## src/rtttl_pkg.sv

```systemverilog
// Package for the RTTTL melody parser: codes, widths, tables and character helpers.
package rtttl_pkg;

    localparam int unsigned ChW      = 8;
    localparam int unsigned NumW     = 16;
    localparam int unsigned OctW     = 4;
    localparam int unsigned FreqW    = 15;
    localparam int unsigned DivW     = 18;
    localparam int unsigned DivCntW  = 5;
    localparam logic [DivCntW-1:0] DivSteps = DivCntW'(DivW);
    localparam logic [DivW-1:0]    MsPerMinute4 = DivW'(240000);
    localparam logic [FreqW-1:0]   FreqMax = FreqW'(20000);

    localparam logic [NumW-1:0] DefDuration = NumW'(4);
    localparam logic [OctW-1:0] DefOctave   = OctW'(6);
    localparam logic [NumW-1:0] DefTempo    = NumW'(140);

    // Sections
    localparam logic [1:0] SEC_NAME   = 2'd0;
    localparam logic [1:0] SEC_HEADER = 2'd1;
    localparam logic [1:0] SEC_NOTES  = 2'd2;

    // Header phases
    localparam logic [2:0] HP_KEY   = 3'd0;
    localparam logic [2:0] HP_EQ    = 3'd1;
    localparam logic [2:0] HP_VALUE = 3'd2;
    localparam logic [2:0] HP_IN    = 3'd3;
    localparam logic [2:0] HP_SKIP  = 3'd4;

    // Note phases
    localparam logic [2:0] NP_DUR    = 3'd0;
    localparam logic [2:0] NP_DURNUM = 3'd1;
    localparam logic [2:0] NP_SHARP  = 3'd3;
    localparam logic [2:0] NP_DOT    = 3'd4;
    localparam logic [2:0] NP_OCT    = 3'd5;
    localparam logic [2:0] NP_TDOT   = 3'd6;
    localparam logic [2:0] NP_SKIP   = 3'd7;

    // Result kinds
    localparam logic [1:0] KIND_TONE  = 2'd0;
    localparam logic [1:0] KIND_PAUSE = 2'd1;
    localparam logic [1:0] KIND_OK    = 2'd2;
    localparam logic [1:0] KIND_ERR   = 2'd3;

    localparam logic [2:0] LETTER_P = 3'd7;

    // Characters
    localparam logic [ChW-1:0] CH_NUL   = 8'h00;
    localparam logic [ChW-1:0] CH_COLON = 8'h3A;
    localparam logic [ChW-1:0] CH_COMMA = 8'h2C;
    localparam logic [ChW-1:0] CH_EQ    = 8'h3D;
    localparam logic [ChW-1:0] CH_HASH  = 8'h23;
    localparam logic [ChW-1:0] CH_DOT   = 8'h2E;
    localparam logic [ChW-1:0] CH_SPACE = 8'h20;
    localparam logic [ChW-1:0] CH_ZERO  = 8'h30;

    typedef struct packed {
        logic           valid;
        logic [2:0]     code;
    } letter_t;

    function automatic logic is_space(input logic [ChW-1:0] c);
        return (c == CH_SPACE) || (c >= 8'd9 && c <= 8'd13);
    endfunction

    function automatic logic is_digit(input logic [ChW-1:0] c);
        return (c >= 8'h30) && (c <= 8'h39);
    endfunction

    function automatic logic [ChW-1:0] to_lower(input logic [ChW-1:0] c);
        return (c >= 8'h41 && c <= 8'h5A) ? c + 8'd32 : c;
    endfunction

    // Append a decimal digit, saturating at the top of the range
    function automatic logic [NumW-1:0] add_digit(input logic [NumW-1:0] v,
                                                  input logic [ChW-1:0] c);
        logic [NumW+3:0] r;
        logic [ChW-1:0]  d;
        d = c - CH_ZERO;
        r = {v, 3'b000} + {2'b00, v, 1'b0} + {{(NumW-4){1'b0}}, d};
        return (r > (NumW+4)'(65535)) ? {NumW{1'b1}} : r[NumW-1:0];
    endfunction

    function automatic letter_t letter_code(input logic [ChW-1:0] c);
        letter_t l;
        l.valid = 1'b1;
        case (to_lower(c))
            8'h63:   l.code = 3'd0;
            8'h64:   l.code = 3'd1;
            8'h65:   l.code = 3'd2;
            8'h66:   l.code = 3'd3;
            8'h67:   l.code = 3'd4;
            8'h61:   l.code = 3'd5;
            8'h62:   l.code = 3'd6;
            8'h70:   l.code = LETTER_P;
            default: begin
                l.valid = 1'b0;
                l.code  = 3'd0;
            end
        endcase
        return l;
    endfunction

    function automatic logic [3:0] letter_semitone(input logic [2:0] l);
        case (l)
            3'd0:    return 4'd0;
            3'd1:    return 4'd2;
            3'd2:    return 4'd4;
            3'd3:    return 4'd5;
            3'd4:    return 4'd7;
            3'd5:    return 4'd9;
            3'd6:    return 4'd11;
            default: return 4'd0;
        endcase
    endfunction

    // Octave-4 frequencies by semitone
    function automatic logic [8:0] base_freq(input logic [3:0] s);
        case (s)
            4'd0:    return 9'd262;
            4'd1:    return 9'd277;
            4'd2:    return 9'd294;
            4'd3:    return 9'd311;
            4'd4:    return 9'd330;
            4'd5:    return 9'd349;
            4'd6:    return 9'd370;
            4'd7:    return 9'd392;
            4'd8:    return 9'd415;
            4'd9:    return 9'd440;
            4'd10:   return 9'd466;
            4'd11:   return 9'd494;
            default: return 9'd262;
        endcase
    endfunction

endpackage

```

## src/rtttl_melody_parser_core.sv

```systemverilog
// RTTTL melody parser: character parser, shared divider sequencer and result register.
// A character that ends no note is taken in S_IDLE; a finish character then loads its result in S_PUTF.
// A note end runs two passes of the shared restoring divider (240000/bpm, then /duration)
// in S_DIV1 and S_DIV2, adds one extension per applied dot in S_DOTS, then loads the
// result in S_PUTN when the slot is free, then S_PUTF for a finish result that follows the note.
// Throughput: 1 character per cycle while in S_IDLE; a note end or finish character holds s_ready low.
// Reset: aresetn synchronous, active low; parser to its start state, note_gap_reg to 0.
module rtttl_melody_parser_core
    import rtttl_pkg::*;
(
    input  logic                 aclk,
    input  logic                 aresetn,
    input  logic                 s_valid,
    output logic                 s_ready,
    input  logic [ChW-1:0]       s_ch,
    output logic                 m_valid,
    input  logic                 m_ready,
    output logic [1:0]           m_kind,
    output logic [FreqW-1:0]     m_frequency_hz,
    output logic [NumW-1:0]      m_tone_ms,
    output logic [NumW-1:0]      m_gap_ms,
    output logic                 m_last,
    input  logic                 psel,
    input  logic                 penable,
    input  logic                 pwrite,
    input  logic [2:0]           paddr,
    input  logic [31:0]          pwdata,
    output logic [31:0]          prdata,
    output logic                 pready
);

    typedef enum logic [5:0] {
        S_IDLE = 6'b000001,
        S_DIV1 = 6'b000010,
        S_DIV2 = 6'b000100,
        S_DOTS = 6'b001000,
        S_PUTN = 6'b010000,
        S_PUTF = 6'b100000
    } state_t;

    state_t state_reg, state_next;

    // Parser state
    logic [1:0]       section_reg, section_next;
    logic [2:0]       header_phase_reg, header_phase_next;
    logic [ChW-1:0]   header_key_reg, header_key_next;
    logic [NumW-1:0]  number_value_reg, number_value_next;
    logic             number_seen_reg, number_seen_next;
    logic [NumW-1:0]  default_duration_reg, default_duration_next;
    logic [OctW-1:0]  default_octave_reg, default_octave_next;
    logic [NumW-1:0]  tempo_bpm_reg, tempo_bpm_next;
    logic [2:0]       note_phase_reg, note_phase_next;
    logic [NumW-1:0]  note_duration_reg, note_duration_next;
    logic [2:0]       note_letter_reg, note_letter_next;
    logic             note_sharp_reg, note_sharp_next;
    logic [7:0]       dot_count_reg, dot_count_next;
    logic [OctW-1:0]  note_octave_reg, note_octave_next;
    logic             error_seen_reg, error_seen_next;
    logic [NumW-1:0]  note_gap_reg;

    // Note snapshot and sequencer work registers
    logic [NumW-1:0]  w_dur_reg;
    logic [2:0]       w_letter_reg;
    logic             w_sharp_reg;
    logic [OctW-1:0]  w_oct_reg;
    logic [7:0]       w_dots_reg;
    logic             fin_pend_reg;
    logic             fin_fail_reg;
    logic [DivW-1:0]  div_num_reg;
    logic [NumW-1:0]  div_rem_reg;
    logic [NumW-1:0]  div_den_reg;
    logic [DivCntW-1:0] div_cnt_reg;
    logic [DivW:0]    ms_reg;
    logic [DivW-1:0]  ext_reg;

    // Result register
    logic             m_valid_reg;
    logic [1:0]       m_kind_reg;
    logic [FreqW-1:0] m_freq_reg;
    logic [NumW-1:0]  m_tone_reg;
    logic [NumW-1:0]  m_gap_reg;
    logic             m_last_reg;

    logic             accept;
    logic             emit_note;
    logic             fail;
    logic             do_start;
    logic [2:0]       hp_cur;
    letter_t          lc;
    logic             slot_free;

    assign accept    = s_valid && s_ready;
    assign s_ready   = (state_reg == S_IDLE);
    assign slot_free = !m_valid_reg || m_ready;

    // Parse one character
    always_comb begin
        section_next          = section_reg;
        header_phase_next     = header_phase_reg;
        header_key_next       = header_key_reg;
        number_value_next     = number_value_reg;
        number_seen_next      = number_seen_reg;
        default_duration_next = default_duration_reg;
        default_octave_next   = default_octave_reg;
        tempo_bpm_next        = tempo_bpm_reg;
        note_phase_next       = note_phase_reg;
        note_duration_next    = note_duration_reg;
        note_letter_next      = note_letter_reg;
        note_sharp_next       = note_sharp_reg;
        dot_count_next        = dot_count_reg;
        note_octave_next      = note_octave_reg;
        error_seen_next       = error_seen_reg;
        emit_note             = 1'b0;
        fail                  = 1'b0;
        do_start              = 1'b0;
        hp_cur                = header_phase_reg;
        lc                    = letter_code(s_ch);

        if (error_seen_reg) begin
            fail = 1'b1;
        end else if (section_reg == SEC_HEADER) begin
            if (s_ch == CH_NUL) begin
                fail = 1'b1;
            end else if (header_phase_reg == HP_VALUE) begin
                if (is_digit(s_ch)) begin
                    number_value_next = add_digit('0, s_ch);
                    number_seen_next  = 1'b1;
                    header_phase_next = HP_IN;
                end else if (!is_space(s_ch)) begin
                    error_seen_next = 1'b1;
                end
            end else if (header_phase_reg == HP_IN && is_digit(s_ch)) begin
                number_value_next = add_digit(number_value_reg, s_ch);
            end else begin
                // Close a finished value, then handle the character as a separator
                if (header_phase_reg == HP_IN) begin
                    if (header_key_reg == 8'h64 && number_value_reg != '0) begin
                        default_duration_next = number_value_reg;
                    end else if (header_key_reg == 8'h6F && number_value_reg <= NumW'(9)) begin
                        default_octave_next = number_value_reg[OctW-1:0];
                    end else if (header_key_reg == 8'h62 && number_value_reg != '0) begin
                        tempo_bpm_next = number_value_reg;
                    end
                    number_seen_next = 1'b0;
                    hp_cur           = HP_SKIP;
                end
                header_phase_next = hp_cur;
                if (s_ch == CH_COLON) begin
                    section_next    = SEC_NOTES;
                    note_phase_next = NP_DUR;
                end else if (hp_cur == HP_EQ) begin
                    if (!is_space(s_ch)) begin
                        header_phase_next = (s_ch == CH_EQ) ? HP_VALUE :
                                            (s_ch == CH_COMMA) ? HP_KEY : HP_SKIP;
                    end
                end else if (hp_cur == HP_KEY) begin
                    if (!is_space(s_ch) && s_ch != CH_COMMA) begin
                        header_key_next   = to_lower(s_ch);
                        header_phase_next = HP_EQ;
                    end
                end else if (s_ch == CH_COMMA) begin
                    header_phase_next = HP_KEY;
                end
            end
        end else if (section_reg == SEC_NOTES) begin
            case (note_phase_reg)
                NP_DUR: begin
                    if (is_digit(s_ch)) begin
                        number_value_next = add_digit('0, s_ch);
                        note_phase_next   = NP_DURNUM;
                    end else if (!is_space(s_ch) && s_ch != CH_COMMA) begin
                        note_duration_next = default_duration_reg;
                        do_start           = 1'b1;
                    end
                end
                NP_DURNUM: begin
                    if (is_digit(s_ch)) begin
                        number_value_next = add_digit(number_value_reg, s_ch);
                    end else begin
                        note_duration_next = (number_value_reg != '0) ? number_value_reg :
                                             default_duration_reg;
                        do_start = 1'b1;
                    end
                end
                NP_SHARP, NP_DOT: begin
                    if (note_phase_reg == NP_SHARP && s_ch == CH_HASH) begin
                        note_sharp_next = 1'b1;
                        note_phase_next = NP_DOT;
                    end else if (s_ch == CH_DOT) begin
                        if (dot_count_reg != 8'hFF) dot_count_next = dot_count_reg + 8'd1;
                        note_phase_next = NP_DOT;
                    end else if (is_digit(s_ch)) begin
                        number_value_next = add_digit('0, s_ch);
                        note_phase_next   = NP_OCT;
                    end else begin
                        note_octave_next = default_octave_reg;
                        emit_note        = 1'b1;
                    end
                end
                NP_OCT: begin
                    if (is_digit(s_ch)) begin
                        number_value_next = add_digit(number_value_reg, s_ch);
                    end else begin
                        note_octave_next = (number_value_reg <= NumW'(9)) ?
                                           number_value_reg[OctW-1:0] : default_octave_reg;
                        if (s_ch == CH_DOT) begin
                            if (dot_count_reg != 8'hFF) dot_count_next = dot_count_reg + 8'd1;
                            note_phase_next = NP_TDOT;
                        end else begin
                            emit_note = 1'b1;
                        end
                    end
                end
                NP_TDOT: begin
                    if (s_ch == CH_DOT) begin
                        if (dot_count_reg != 8'hFF) dot_count_next = dot_count_reg + 8'd1;
                    end else begin
                        emit_note = 1'b1;
                    end
                end
                default: begin
                    note_phase_next = (s_ch == CH_COMMA) ? NP_DUR : NP_SKIP;
                end
            endcase
            if (do_start) begin
                if (!lc.valid) begin
                    note_phase_next = (s_ch == CH_COMMA) ? NP_DUR : NP_SKIP;
                end else begin
                    note_letter_next = lc.code;
                    note_sharp_next  = 1'b0;
                    dot_count_next   = '0;
                    note_phase_next  = NP_SHARP;
                end
            end
            if (emit_note) begin
                note_phase_next = (s_ch == CH_COMMA) ? NP_DUR : NP_SKIP;
            end
        end else begin
            if (s_ch == CH_COLON) begin
                section_next      = SEC_HEADER;
                header_phase_next = HP_KEY;
            end else if (s_ch == CH_NUL) begin
                fail = 1'b1;
            end
        end
    end

    // Shared divider step: shift in one numerator bit, subtract when it fits
    logic [NumW:0]   div_sh;
    logic            div_fit;
    logic [NumW-1:0] div_rem_step;
    logic [DivW-1:0] div_num_step;

    always_comb begin
        div_sh       = {div_rem_reg, div_num_reg[DivW-1]};
        div_fit      = (div_sh >= {1'b0, div_den_reg});
        div_rem_step = div_fit ? NumW'(div_sh - {1'b0, div_den_reg}) : div_sh[NumW-1:0];
        div_num_step = {div_num_reg[DivW-2:0], div_fit};
    end

    // Build the note result from the work registers
    logic [NumW-1:0]  ms_cl;
    logic [3:0]       semi;
    logic [FreqW-1:0] f_base;
    logic [FreqW-1:0] f_sh;
    logic [FreqW-1:0] f_cl;
    logic             gap_on;

    always_comb begin
        if (ms_reg == '0) begin
            ms_cl = NumW'(1);
        end else if (ms_reg > (DivW+1)'(65535)) begin
            ms_cl = {NumW{1'b1}};
        end else begin
            ms_cl = ms_reg[NumW-1:0];
        end
        semi = letter_semitone(w_letter_reg);
        if (w_sharp_reg && semi < 4'd11) semi = semi + 4'd1;
        f_base = FreqW'(base_freq(semi));
        if (w_oct_reg > OctW'(4)) begin
            f_sh = f_base << (w_oct_reg - OctW'(4));
        end else begin
            f_sh = f_base >> (OctW'(4) - w_oct_reg);
        end
        if (f_sh > FreqMax) begin
            f_cl = FreqMax;
        end else if (f_sh == '0) begin
            f_cl = FreqW'(1);
        end else begin
            f_cl = f_sh;
        end
        gap_on = (note_gap_reg != '0) &&
                 ({1'b0, ms_cl} > ({1'b0, note_gap_reg} + (NumW+1)'(1)));
    end

    // Sequencer
    always_comb begin
        state_next = state_reg;
        case (state_reg)
            S_IDLE: begin
                if (accept) begin
                    if (emit_note) state_next = S_DIV1;
                    else if (s_ch == CH_NUL) state_next = S_PUTF;
                end
            end
            S_DIV1:  if (div_cnt_reg == DivCntW'(1)) state_next = S_DIV2;
            S_DIV2:  if (div_cnt_reg == DivCntW'(1)) state_next = S_DOTS;
            S_DOTS:  if (w_dots_reg == '0 || ext_reg == '0) state_next = S_PUTN;
            S_PUTN:  if (slot_free) state_next = fin_pend_reg ? S_PUTF : S_IDLE;
            S_PUTF:  if (slot_free) state_next = S_IDLE;
            default: state_next = S_IDLE;
        endcase
    end

    // Hold control state; clear on reset
    always_ff @(posedge aclk) begin
        if (!aresetn) begin
            state_reg   <= S_IDLE;
            m_valid_reg <= 1'b0;
            fin_pend_reg <= 1'b0;
            note_gap_reg <= '0;
        end else begin
            state_reg <= state_next;
            if (psel && penable && pwrite && pready && paddr[2] == 1'b0) begin
                note_gap_reg <= pwdata[NumW-1:0];
            end
            if (accept) begin
                fin_pend_reg <= (s_ch == CH_NUL);
            end
            if (state_reg == S_PUTN || state_reg == S_PUTF) begin
                if (slot_free) m_valid_reg <= 1'b1;
            end else if (m_ready) begin
                m_valid_reg <= 1'b0;
            end
        end
    end

    // Advance the parser state on each accepted character; an accepted NUL restores the start state
    always_ff @(posedge aclk) begin
        if (!aresetn || (accept && s_ch == CH_NUL)) begin
            section_reg          <= SEC_NAME;
            header_phase_reg     <= HP_KEY;
            header_key_reg       <= '0;
            number_value_reg     <= '0;
            number_seen_reg      <= 1'b0;
            default_duration_reg <= DefDuration;
            default_octave_reg   <= DefOctave;
            tempo_bpm_reg        <= DefTempo;
            note_phase_reg       <= NP_DUR;
            note_duration_reg    <= '0;
            note_letter_reg      <= '0;
            note_sharp_reg       <= 1'b0;
            dot_count_reg        <= '0;
            note_octave_reg      <= '0;
            error_seen_reg       <= 1'b0;
        end else if (accept) begin
            section_reg          <= section_next;
            header_phase_reg     <= header_phase_next;
            header_key_reg       <= header_key_next;
            number_value_reg     <= number_value_next;
            number_seen_reg      <= number_seen_next;
            default_duration_reg <= default_duration_next;
            default_octave_reg   <= default_octave_next;
            tempo_bpm_reg        <= tempo_bpm_next;
            note_phase_reg       <= note_phase_next;
            note_duration_reg    <= note_duration_next;
            note_letter_reg      <= note_letter_next;
            note_sharp_reg       <= note_sharp_next;
            dot_count_reg        <= dot_count_next;
            note_octave_reg      <= note_octave_next;
            error_seen_reg       <= error_seen_next;
        end
    end

    // Work registers: snapshot the note, run the divider and the dot additions
    always_ff @(posedge aclk) begin
        if (!aresetn) begin
            div_cnt_reg <= '0;
        end else begin
            case (state_reg)
                S_IDLE: begin
                    div_cnt_reg <= '0;
                    if (accept) begin
                        w_dur_reg    <= (note_duration_next != '0) ? note_duration_next :
                                        NumW'(1);
                        w_letter_reg <= note_letter_next;
                        w_sharp_reg  <= note_sharp_next;
                        w_oct_reg    <= note_octave_next;
                        w_dots_reg   <= dot_count_next;
                        fin_fail_reg <= fail;
                        div_num_reg  <= MsPerMinute4;
                        div_rem_reg  <= '0;
                        div_den_reg  <= (tempo_bpm_reg != '0) ? tempo_bpm_reg : NumW'(1);
                        if (emit_note) div_cnt_reg <= DivSteps;
                    end
                end
                S_DIV1: begin
                    if (div_cnt_reg == DivCntW'(1)) begin
                        div_num_reg <= div_num_step;
                        div_rem_reg <= '0;
                        div_den_reg <= w_dur_reg;
                        div_cnt_reg <= DivSteps;
                    end else begin
                        div_num_reg <= div_num_step;
                        div_rem_reg <= div_rem_step;
                        div_cnt_reg <= div_cnt_reg - DivCntW'(1);
                    end
                end
                S_DIV2: begin
                    div_num_reg <= div_num_step;
                    div_rem_reg <= div_rem_step;
                    div_cnt_reg <= div_cnt_reg - DivCntW'(1);
                    if (div_cnt_reg == DivCntW'(1)) begin
                        ms_reg  <= {1'b0, div_num_step};
                        ext_reg <= {1'b0, div_num_step[DivW-1:1]};
                    end
                end
                S_DOTS: begin
                    if (w_dots_reg != '0 && ext_reg != '0) begin
                        ms_reg     <= ms_reg + {1'b0, ext_reg};
                        ext_reg    <= {1'b0, ext_reg[DivW-1:1]};
                        w_dots_reg <= w_dots_reg - 8'd1;
                    end
                end
                default: div_cnt_reg <= '0;
            endcase
        end
    end

    // Load the result register when the slot is free
    always_ff @(posedge aclk) begin
        if (state_reg == S_PUTN && slot_free) begin
            m_last_reg <= 1'b0;
            if (w_letter_reg == LETTER_P) begin
                m_kind_reg <= KIND_PAUSE;
                m_freq_reg <= '0;
                m_tone_reg <= ms_cl;
                m_gap_reg  <= '0;
            end else begin
                m_kind_reg <= KIND_TONE;
                m_freq_reg <= f_cl;
                m_tone_reg <= gap_on ? ms_cl - note_gap_reg : ms_cl;
                m_gap_reg  <= gap_on ? note_gap_reg : '0;
            end
        end else if (state_reg == S_PUTF && slot_free) begin
            m_last_reg <= 1'b1;
            m_kind_reg <= fin_fail_reg ? KIND_ERR : KIND_OK;
            m_freq_reg <= '0;
            m_tone_reg <= '0;
            m_gap_reg  <= '0;
        end
    end

    assign m_valid        = m_valid_reg;
    assign m_kind         = m_kind_reg;
    assign m_frequency_hz = m_freq_reg;
    assign m_tone_ms      = m_tone_reg;
    assign m_gap_ms       = m_gap_reg;
    assign m_last         = m_last_reg;
    assign pready         = 1'b1;
    assign prdata         = (paddr[2] == 1'b0) ? {16'h0000, note_gap_reg} : 32'h0000_0000;

    // Checks
    a_last_is_finish: assert property (@(posedge aclk) disable iff (!aresetn)
        m_valid && m_last |-> m_kind[1])
        else $error("finish flag on a note result");

    a_note_not_last: assert property (@(posedge aclk) disable iff (!aresetn)
        m_valid && !m_last |-> !m_kind[1])
        else $error("finish kind without finish flag");

    a_tone_freq: assert property (@(posedge aclk) disable iff (!aresetn)
        m_valid && m_kind == KIND_TONE |-> m_frequency_hz != '0 && m_frequency_hz <= FreqMax)
        else $error("tone frequency out of range");

    a_silent_fields: assert property (@(posedge aclk) disable iff (!aresetn)
        m_valid && m_kind != KIND_TONE |-> m_frequency_hz == '0 && m_gap_ms == '0)
        else $error("pause or finish carries frequency or gap");

    a_div_only_busy: assert property (@(posedge aclk) disable iff (!aresetn)
        div_cnt_reg != '0 |-> state_reg == S_DIV1 || state_reg == S_DIV2)
        else $error("divider counting outside divide states");

endmodule

```

## config.mk

```make
export PLATFORM = sky130hd
export DESIGN_NAME = rtttl_melody_parser_core
export DESIGN_NICKNAME = d
export VERILOG_FILES = /design/src/rtttl_pkg.sv /design/src/rtttl_melody_parser_core.sv
export SDC_FILE = /design/constraint.sdc
export NUM_CORES = 1
export LEC_CHECK = 0
export ABC_AREA = 1
export BUFFER_PORTS_ARGS = -buffer_cell sky130_fd_sc_hd__clkbuf_2
export CAP_MARGIN = 25
export CORE_MARGIN = 4
export CORE_UTILIZATION = 25
export CTS_BUF_LIST = sky130_fd_sc_hd__clkbuf_8
export DETAILED_ROUTE_END_ITERATION = 12
export SLEW_MARGIN = 20
export SYNTH_ARGS = -nofsm -noshare
export SYNTH_HDL_FRONTEND = slang
export SYNTH_SLANG_ARGS = --single-unit
```

## constraint.sdc

```tcl
create_clock -name aclk -period 4.6 [get_ports aclk]
set_clock_uncertainty 0.15 [all_clocks]
set_input_delay 0.69 -clock aclk [delete_from_list [all_inputs] [get_ports aclk]]
set_output_delay 0.69 -clock aclk [all_outputs]
set_load 0.01 [all_outputs]
```

==> flow_summary.ini, run 1 <==
[sta]
final_min_period_over_clock_period_pct = 89.76
fin_hold_ws_ns = 0.1906
fmax_mhz = 242.2
worst_slew_pin_slew_ns = 0.8790
setup_viol = 0
setup_tns_ns = 0
layout_min_cycle_time_ns = 4.129
layout_setup_ws_ns = 0.4709
relSlewSlack_pct = 41.40
slew_viol_final = 0
rsz0062_at_grt = false
hold_viol = 0

[layout]
design.final.nets = 3102
multiInputGateArea_um2 = 10920
final_util_pct = 28.72
layout_cells_sized_above_1_pct = 9.845
final_cell_count_no_fill = 4027
flow.area_growth_from_synthesis_pct = 13.18
largest_register_ff_count = 19
num-fill-cells = 8880
ff_latch_area_um2 = 7667

[logic_synthesis]
synth_seq_cells = 299
synthesis.area_per_instance_um2 = 7.275
library_cells_used_by_synthesis = 64
synth-edff-count = 168
ys_warn_count = 0
asyncSetResetFlopFracSynth_pct = 0
syn-instance-count = 2823
synthFlopType = edfxtp_1
cell_area_synth_um2 = 20540
synth_seq_area_share_pct = 37.33

[outcome]
run_status = complete, no violations

[placement]
dp.final_hpwl_mm = 42.54
pre_cts_slack_ns = 0.05992
place_congestion = 0.8986
buffer_ports.inserted = 99
placed_cells = 3932

[critical_path]
crit_type = reg -> reg
worst_setup_path_start_kind = flop
worst-endpoint-arrival_ns = 4.38
critical_path_required_ns = 4.85
critical_path_capture_point_type = flop
cp_max_fo = 9

[global_route]
grt_pass1_vias = 17350
first_pass_grt_wire_length_mm = 91.74
gr-total-overflow = 0
antenna_violations_before_repair = 1
track_usage_pct = 12.74
grt_start_max_net_pins = 54

[clocking]
cts.clk_slew.worst_paths_ns = 0.06
clock_tree.htree_level_count = 2
ctsLongestPathBuffers = 3
root_buffer = clkbuf_8
cts_tree = built
cts_num_sinks = 299
clock_insertion_delay_worst_skew_ns = 0.65
cts_buffers = 50

[floorplan]
starting_utilization_of_the_core_area_pct = 25.38
die_h_um = 294.6
rows = 104
die_x_um = 294.6
placeableCoreArea_um2 = 80940
design.die.area_um2 = 86800
io-pin-count = 135

[pwr]
leakage_uw = 0.01013
power-per-cell-area_nw_per_um2 = 358.4
maximum_resistive_drop_on_vdd_uv = 219.5

[route]
dr_total_vias = 18690
drc = 0
detail_route.vias_per_cell = 4.640
wire_per_inst_um = 14.10
detail-route-antenna-nets = 0
first_pass_iters = 5
drt-total-wl_mm = 56.80
drt_iter0_drc = 1486

[flow_run]
max_cap_violations = 0

[hold_path]
worst_hold_path_class = in -> reg
final timing paths:
| path | slack (ns) | to | depth (start not counted) | from |
|---|---|---|---|---|
| worst max-delay path | 0.47 | m_frequency_hz[7]$_SDFFCE_PP0P_ | 25 | w_letter_reg[2]$_DFFE_PP_ |
| worst min-delay path | 0.19 | note_gap_reg[5]$_SDFFE_PN0P_ | 3 | pwdata[5] |
| worst max register to register | 0.47 | m_frequency_hz[7]$_SDFFCE_PP0P_ | 25 | w_letter_reg[2]$_DFFE_PP_ |
| worst min register to register | 0.32 | default_duration_reg[3]$_SDFFE_PP0P_ | 2 | default_duration_reg[3]$_SDFFE_PP0P_ |
worst max-delay path: stages, from the launching register on:
cell      delay (ns)
edfxtp_1        0.46
inv_2           0.19
nand2_2         0.13
o21ai_2         0.18
ha_1            0.27
inv_1           0.06
nor2_1          0.09
nand2_1         0.07
nand2_1         0.09
nand2_1         0.07
nand2_2         0.14
inv_1           0.11
ha_1            0.32
nand3_1         0.08
nand3_1         0.12
nand3_1         0.16
nand3_1         0.17
nand3_1         0.14
nand2_1         0.10
nand2_1         0.05
nand2_1         0.13
nand3_1         0.10
nor2_2          0.17
nand2_2         0.11
nand3_4         0.15
nor2_1          0.06
synthesized netlist by cell type, types with 17 or more instances:
library cell / instances / share of area [%]
nor2_1: 271 / 5.0
nand2_1: 581 / 11
xor2_1: 45 / 1.9
ha_1: 119 / 7.2
nand3_1: 172 / 4.2
clkbuf_1: 69 / 1.3
xnor2_1: 19 / 0.81
a31oi_1: 17 / 0.52
edfxtp_1: 168 / 25
a21oi_1: 262 / 6.4
dfxtp_1: 131 / 13
o21ai_0: 239 / 5.8
or2_2: 18 / 0.55
inv_1: 391 / 7.1
nand4_1: 35 / 1.1
nor3_1: 39 / 0.95
buf_4: 19 / 0.69
layer usage:
layer | track usage, % | share of wire, % | up-vias
met5 | 0 | 0 | -
met4 | 3.397 | 2.2 | 0
met3 | 2.140 | 6.5 | 80
met2 | 19.48 | 42 | 535
met1 | 18.55 | 49 | 8442
li1 | - | - | 9629
cells in the final DEF, fill, tap and decap left out, drive strengths merged, types with 8 or more instances in the layout:
master and count:
nor3 41, nor4 17, o211ai 16, or2 20
a211oi 16, fa 9, inv 411, a21oi 263
conb 17, clkinv 37, xor2 45, nand3 183
dfxtp 131, edfxtp 168, ha 119, a31oi 17
clkbuf 150, nor2 283, o31ai 8, o21ai 253
xnor2 19, nand2 594, buf 43, nand4 36
what timing repair did:
item	4_1_cts	5_1_grt
hold buffers	0	0
resized for setup	0	2
endpoints found under the setup margin	0	18
buffers inserted	0	0
stage by stage:
step                      total power (µW)  instance area (µm²)
after floorplan                       5344                20590
after global placement                5979                22260
after detailed placement              6005                22270
after CTS                             8403                23240
after global routing                  8931                23250
final                                 8332                23250
power by group:
| part | total, µW | internal, µW | switching (µW) |
|---|---|---|---|
| Clock | 2360 | 1210 | 1150 |
| Combinational | 2490 | 803 | 1690 |
| Sequential | 3480 | 3280 | 200 |
cell families after synthesis:
logic type	after synthesis	synth area share, %
compound gates	632	16.94
xor+xnor	64	2.729
fa+ha+maj	128	8.127
buf+inv	517	9.948
flops	299	37.33
other cells	2	0.03657
simple gates	1181	24.89
cell type report:
type | count | share of cell area (%)
flip-flops and latches | 299 | 32.98
repair buffers | 142 | 3.520
clock inverters | 43 | 1.168
diodes | 1 | 0.01076
multi-input cells | 2022 | 46.99
inverters | 409 | 6.604
well taps | 1060 | 5.705
clock buffers | 51 | 3.020
(Power assumes the default switching activity.)
==> run 2, diff against run 1 <==
--- a/config.mk
+++ b/config.mk
@@ -9,9 +9,10 @@
 export BUFFER_PORTS_ARGS = -buffer_cell sky130_fd_sc_hd__clkbuf_2
 export CAP_MARGIN = 25
 export CORE_MARGIN = 4
-export CORE_UTILIZATION = 25
-export CTS_BUF_LIST = sky130_fd_sc_hd__clkbuf_8
+export CORE_UTILIZATION = 50
+export CTS_BUF_LIST = sky130_fd_sc_hd__clkbuf_4
 export DETAILED_ROUTE_END_ITERATION = 12
+export PLACE_DENSITY = 0.7
 export SLEW_MARGIN = 20
 export SYNTH_ARGS = -nofsm -noshare
 export SYNTH_HDL_FRONTEND = slang
==> flow_summary.ini, run 2 (same netlist as run 1, synthesis figures left out) <==
[outcome]
run_status = complete, no violations

[floorplan]
die_x_um = 210.7
die_h_um = 210.7
design.die.area_um2 = 44380
placeableCoreArea_um2 = 40190
starting_utilization_of_the_core_area_pct = 51.11
io-pin-count = 135
rows = 73

[critical_path]
critical_path.reg2reg.startpoint = w_letter_reg[2]$_DFFE_PP_
path_cells = inv_2 -> nand2_2 -> o21ai_2 -> ha_1 -> inv_1 -> nor2_1 -> nand2_1 -> nand2_1 -> nand2_1 -> nand2_1 -> inv_1 -> ha_1 -> nand3_1 -> nand3_1 -> nand3_1 -> nand2_1 -> nand3_1 -> nand2_1 -> a21boi_1 -> nand3_1 -> nor2_2 -> nand2_2 -> nand3_4 -> nor2_1
worst-endpoint-arrival_ns = 4.44
setup.reg_to_reg.worst_slack_ns = 0.49
timing.reg2reg.worst_path_depth = 24
worst_setup_path_start_kind = flop
worst_path_max_delay_cell = edfxtp_1
crit_type = reg -> reg
critical_path.most_common_cell = nand2_1
crit-reg2reg-capture = m_frequency_hz[13]$_SDFFCE_PP0P_
cp_max_fo = 9
critical_path_required_ns = 4.93
critical_path_capture_point_type = flop
critPathMaxStageDelay_ns = 0.45

[sta]
slew_viol_final = 0
rsz0062_at_grt = false
final_min_period_over_clock_period_pct = 89.35
hold_viol = 0
layout_setup_ws_ns = 0.4898
worst_slew_pin_slew_ns = 0.9529
fmax_mhz = 243.3
setup_tns_ns = 0
setup_viol = 0
layout_min_cycle_time_ns = 4.110
relSlewSlack_pct = 36.47

[route]
drt-total-wl_mm = 56.69
detail-route-antenna-nets = 0
wire_per_inst_um = 15.99
drt_iter0_drc = 1619
dr_total_vias = 19550
drc = 0
detail_route.vias_per_cell = 5.512
first_pass_iters = 8

[pwr]
leakage_uw = 0.01025
power-per-cell-area_nw_per_um2 = 371.4
maximum_resistive_drop_on_vdd_uv = 201.0

[layout]
final_cell_mix = nand2_1, inv_1, nor2_1, a21oi_1, o21ai_0
design.final.nets = 3134
flow.area_growth_from_synthesis_pct = 10.48
most_common_cell_after_layout_fill_and_taps_aside = nand2_1
largest_register_ff_count = 19
layout_cells_sized_above_1_pct = 12.09

[clocking]
ctsLongestPathBuffers = 3
root_buffer = clkbuf_4
cts_num_sinks = 299
clock_insertion_delay_worst_skew_ns = 0.79
cts_tree = built
clock_tree.htree_level_count = 3
cts.clk_slew.worst_paths_ns = 0.07
cts_buffers = 81

[placement]
place_congestion = 0.9362
buffer_ports.inserted = 99
pre_cts_slack_ns = 0.05771
dp.final_hpwl_mm = 42.32

[global_route]
antenna_violations_before_repair = 1
grt_start_max_net_pins = 49
track_usage_pct = 24.78
first_pass_grt_wire_length_mm = 92.07
grt_pass1_vias = 18550
gr-total-overflow = 0

[hold_path]
worst_hold_path_class = in -> reg
holdPathEnd = note_gap_reg[4]$_SDFFE_PN0P_
min_path_cells = 3
min-delay-start = pwdata[4]

[flow_run]
max_cap_violations = 0
-- run 2: worst max-delay path: cells and delay by family, from the launching register on --
kind                       cells  cell delay [ns]
AOI/OAI and AO/OA              2             0.44
adders and majority gates      2             0.52
buffers and inverters          3             0.36
DFF                            1             0.45
and+or+nand+nor               17             1.92
-- run 2: what timing repair did --
item	in CTS	in global routing
setup buffers	0	0
hold buffers	0	0
resized for setup	0	3
endpoints found under the setup margin	0	31
-- run 2: cell type report --
cell class | instances | area [µm²]
fillers | 3722 | 17500
multi-input cells | 2022 | 10930
flip-flops and latches | 299 | 7667
inverters | 409 | 1535
clock buffers | 128 | 960.9
repair buffers | 143 | 843.3
well taps | 525 | 656.9
clock inverters | 19 | 96.34
diodes | 1 | 2.502
-- run 2: routing by layer --
layer	share of wire [%]	vias to the layer above	track usage [%]
met5	0	-	0
met4	2.9	0	9.121
met3	7.4	127	4.010
met2	46	753	40.61
met1	44	8925	33.30
li1	-	9740	-
-- run 2: worst max path at each step --
stage,slack (ns),end,start
2_1_floorplan,0.17,ext_reg[0]$_DFFE_PP_,aresetn
3_3_place_gp,0.20,number_value_reg[6]$_SDFFE_PP0P_,s_ch[5]
3_5_place_dp,0.06,number_value_reg[7]$_SDFFE_PP0P_,s_ch[5]
4_1_cts,0.20,m_gap_ms[10]$_SDFFCE_PP0P_,note_gap_reg[2]$_SDFFE_PN0P_
5_1_grt,0.10,m_tone_ms[9]$_SDFFCE_PN0P_,note_gap_reg[2]$_SDFFE_PN0P_
6_report,0.49,m_frequency_hz[13]$_SDFFCE_PP0P_,w_letter_reg[2]$_DFFE_PP_
-- run 2: metrics by stage --
step	util [%]	total power (µW)	instances	hold WS, ns	instance area (µm²)
finish	56.46	8428	3546	0.09148	22690
global route	56.46	9009	3546	0.03168	22690
CTS	56.43	8474	3545	0.02162	22680
detailed placement	53.80	6011	3398	0.3029	21620
global placement	53.75	5945	3396	0.2962	21600
floorplan	-	5344	2838	0.2837	20590
-- run 2: power breakdown --
| group | switching, µW | internal (µW) | leakage [µW] |
|---|---|---|---|
| clock network | 1170 | 1270 | 0.000643 |
| registers | 204 | 3280 | 0.00259 |
| logic | 1700 | 802 | 0.00702 |
| total | 3080 | 5350 | 0.0103 |
==> run 3, diff against run 2 <==
--- a/config.mk
+++ b/config.mk
@@ -5,14 +5,14 @@
 export SDC_FILE = /design/constraint.sdc
 export NUM_CORES = 1
 export LEC_CHECK = 0
-export ABC_AREA = 1
+export ABC_AREA = 0
 export BUFFER_PORTS_ARGS = -buffer_cell sky130_fd_sc_hd__clkbuf_2
 export CAP_MARGIN = 25
 export CORE_MARGIN = 4
 export CORE_UTILIZATION = 50
 export CTS_BUF_LIST = sky130_fd_sc_hd__clkbuf_4
 export DETAILED_ROUTE_END_ITERATION = 12
-export PLACE_DENSITY = 0.7
+export PLACE_DENSITY = 0.68
 export SLEW_MARGIN = 20
 export SYNTH_ARGS = -nofsm -noshare
 export SYNTH_HDL_FRONTEND = slang
==> constraint.sdc (replaced) <==
create_clock -name aclk -period 4.95 [get_ports aclk]
set_clock_uncertainty 0.15 [all_clocks]
set_input_delay 0.7425 -clock aclk [delete_from_list [all_inputs] [get_ports aclk]]
set_output_delay 0.7425 -clock aclk [all_outputs]
set_load 0.01 [all_outputs]
==> flow_summary.ini, run 3 <==
[outcome]
run_status = complete, no violations

[critical_path]
worst-endpoint-arrival_ns = 5.12
worst_setup_path_start_kind = flop
crit-reg2reg-capture = m_frequency_hz[7]$_SDFFCE_PP0P_
worst_path_max_delay_cell = edfxtp_1
timing.reg2reg.worst_path_depth = 20
critPathMaxStageDelay_ns = 0.49
timing.critical_path.from = w_letter_reg[0]$_DFFE_PP_
crit_type = reg -> reg
critical_path.most_common_cell = ha_2
critical_path.reg2reg.startpoint = w_letter_reg[0]$_DFFE_PP_
setup.reg_to_reg.worst_slack_ns = 0.17
critPathCapture = m_frequency_hz[7]$_SDFFCE_PP0P_
cp_max_fo = 9
critical_path_required_ns = 5.29
path_cells = a21bo_2 -> o21ai_1 -> ha_2 -> nand2_1 -> a21oi_1 -> or3_4 -> inv_1 -> ha_2 -> nand2b_1 -> a22oi_1 -> o32ai_2 -> buf_4 -> nor3_1 -> or2_2 -> o221ai_4 -> o211ai_1 -> nor3_2 -> and4_1 -> buf_6 -> nor3b_1
critical_path_capture_point_type = flop

[sta]
layout_min_cycle_time_ns = 4.778
worst_slew_pin_slew_ns = 1.016
final_min_period_over_clock_period_pct = 96.52
relSlewSlack_pct = 32.04
slew_viol_final = 0
hold_viol = 0
rsz0062_at_grt = true
setup_viol = 0
layout_setup_ws_ns = 0.1725
fmax_mhz = 209.3

[clocking]
root_buffer = clkbuf_4
cts_buffers = 81
clock_tree.htree_level_count = 3
ctsLongestPathBuffers = 3
cts_num_sinks = 299
cts.clk_slew.worst_paths_ns = 0.07
clock_insertion_delay_worst_skew_ns = 0.80
cts_tree = built

[route]
detail-route-antenna-nets = 0
first_pass_iters = 5
wire_per_inst_um = 18.27
detail_route.vias_per_cell = 5.998
dr_total_vias = 19370
drt-total-wl_mm = 58.98
drt_iter0_drc = 1420
drc = 0

[layout]
design_area_um2 = 23550
layout_cells_sized_above_1_pct = 15.84
final_cell_count_no_fill = 3229
num-fill-cells = 3745
most_common_cell_after_layout_fill_and_taps_aside = nand2_1
largest_register_ff_count = 19
flow.area_growth_from_synthesis_pct = 13.60
final_cell_mix = nand2_1, nor2_1, a21oi_1, edfxtp_1, o21ai_0
design.final.nets = 2807

[placement]
place_congestion = 0.9384
buffer_ports.inserted = 99
placed_cells = 3052
pre_cts_slack_ns = 0.007984
placement.cell_area_um2 = 22060
dp.final_hpwl_mm = 42.50

[hold_path]
worst_hold_path_class = in -> reg
min_path_cells = 3

[logic_synthesis]
syn-instance-count = 2460
synth.area.top_cells = edfxtp_1, dfxtp_1, ha_1, nand2_1, nor2_1
library_cells_used_by_synthesis = 103
synth_seq_area_share_pct = 36.99
yosys.area.top_type = edfxtp_1
netlist_top_cells_count = nand2_1, nor2_1, a21oi_1
yosysTopAreaCellShare_pct = 24.34
asyncSetResetFlopFracSynth_pct = 0
cell_area_synth_um2 = 20730
synthFlopType = edfxtp_1
synth.most_common_cell = nand2_1
synthesis.area_per_instance_um2 = 8.425
synth-edff-count = 168
synth_seq_cells = 299
ys_warn_count = 0

[pwr]
power-per-cell-area_nw_per_um2 = 284.3
p_total_uw = 6695
leakage_uw = 0.009257
maximum_resistive_drop_on_vdd_uv = 177.4

[global_route]
grt_start_max_net_pins = 49
gr-total-overflow = 0
first_pass_grt_wire_length_mm = 94.09
track_usage_pct = 25.37
grt_pass1_vias = 18420
antenna_violations_before_repair = 1

[floorplan]
die_x_um = 211.6
placeableCoreArea_um2 = 40920
die_h_um = 211.6
design.die.area_um2 = 44770
rows = 74
io-pin-count = 135
starting_utilization_of_the_core_area_pct = 50.65

[flow_run]
max_cap_violations = 0
run 3: changes by cell type after synthesis, moves of 50 or more:
cell     previous run  this run
inv_1             391        88
nand2_1           581       317
nand3_1           172        51
o21ai_0           239       142
a21oi_1           262       175
mux2i_1             0        56
nor3_1             39        95
nor2b_1             0        50
run 3: stage by stage:
| stage | hold WS [ns] | TNS (ns) | utilization (%) |
|---|---|---|---|
| 6_report | 0.07740 | 0 | 57.53 |
| 5_1_grt | 0.04170 | -0.1667 | 57.53 |
| 4_1_cts | 0.01149 | 0 | 56.98 |
| 3_5_place_dp | 0.2950 | 0 | 53.90 |
| 3_3_place_gp | 0.2908 | 0 | 53.84 |
| 2_1_floorplan | 0.2784 | 0 | - |
run 3: cells by family after synthesis:
logic type	count (synthesis)	synth area share [%]
AOI/OAI and AO/OA	623	19.96
DFF	299	36.99
muxes	59	2.922
other	2	0.03623
xor gates and xnor gates	79	3.338
and+or+nand+nor	1028	23.71
buffers and inverters	242	4.986
adders and majority gates	128	8.053
run 3: worst min-delay path by stage:
| stage | slack, ns | endpoint | startpoint |
|---|---|---|---|
| 3_3_place_gp | 0.29 | note_letter_reg[1]$_SDFFE_PP0P_ | note_letter_reg[1]$_SDFFE_PP0P_ |
| 3_5_place_dp | 0.29 | default_duration_reg[5]$_SDFFE_PP0P_ | default_duration_reg[5]$_SDFFE_PP0P_ |
| 4_1_cts | 0.01 | note_gap_reg[8]$_SDFFE_PN0P_ | pwdata[8] |
| 6_report | 0.08 | note_gap_reg[8]$_SDFFE_PN0P_ | pwdata[8] |
| 2_1_floorplan | 0.28 | default_duration_reg[4]$_SDFFE_PP0P_ | default_duration_reg[4]$_SDFFE_PP0P_ |
| 5_1_grt | 0.04 | note_gap_reg[8]$_SDFFE_PN0P_ | pwdata[8] |
run 3: repair_timing:
action | 4_1_cts | 5_1_grt
hold buffers | 15 | 0
buffers inserted | 0 | 7
endpoints found under the setup margin | 5 | 27
cloned | 0 | 1
hold endpoints to repair | 15 | 0
pin swaps | 0 | 8
resized for setup | 1 | 24
run 3: power by group:
| group | switching, µW | total (µW) | leakage [µW] | internal (µW) |
|---|---|---|---|---|
| Combinational | 928 | 1510 | 0.00591 | 585 |
| Sequential | 77.5 | 2840 | 0.00269 | 2760 |
| Clock | 1090 | 2340 | 0.000650 | 1260 |
| Total | 2090 | 6690 | 0.00926 | 4600 |
run 3: worst max-delay path: cells and delay by family (launching register included):
| family | cells | cell delay (ns) |
|---|---|---|
| compound gates | 7 | 1.22 |
| fa+ha+maj | 2 | 0.56 |
| buf+inv | 3 | 0.41 |
| simple gates | 8 | 1.67 |
| flops | 1 | 0.49 |
run 3: layout make-up:
type                       instances  area [µm²]  share of cell area [%]
antenna                            2       5.005                 0.02126
clock buffer                     131       983.4                   4.177
clock inverter                    18       123.9                  0.5261
inverter                          93       349.1                   1.483
multi-input combinational       1935       12270                   52.12
sequential                       299        7667                   32.56
tap                              532       665.6                   2.827
timing repair buffer             219        1479                   6.281
run 3: routing by layer:
metal | GRT usage [%] | vias to the layer above | wire (µm)
li1 | - | 9292 | -
met1 | 35.01 | 9218 | 25790
met2 | 40.63 | 713 | 27470
met3 | 4.490 | 143 | 3972
met4 | 8.441 | 0 | 1746
met5 | 0 | - | 0
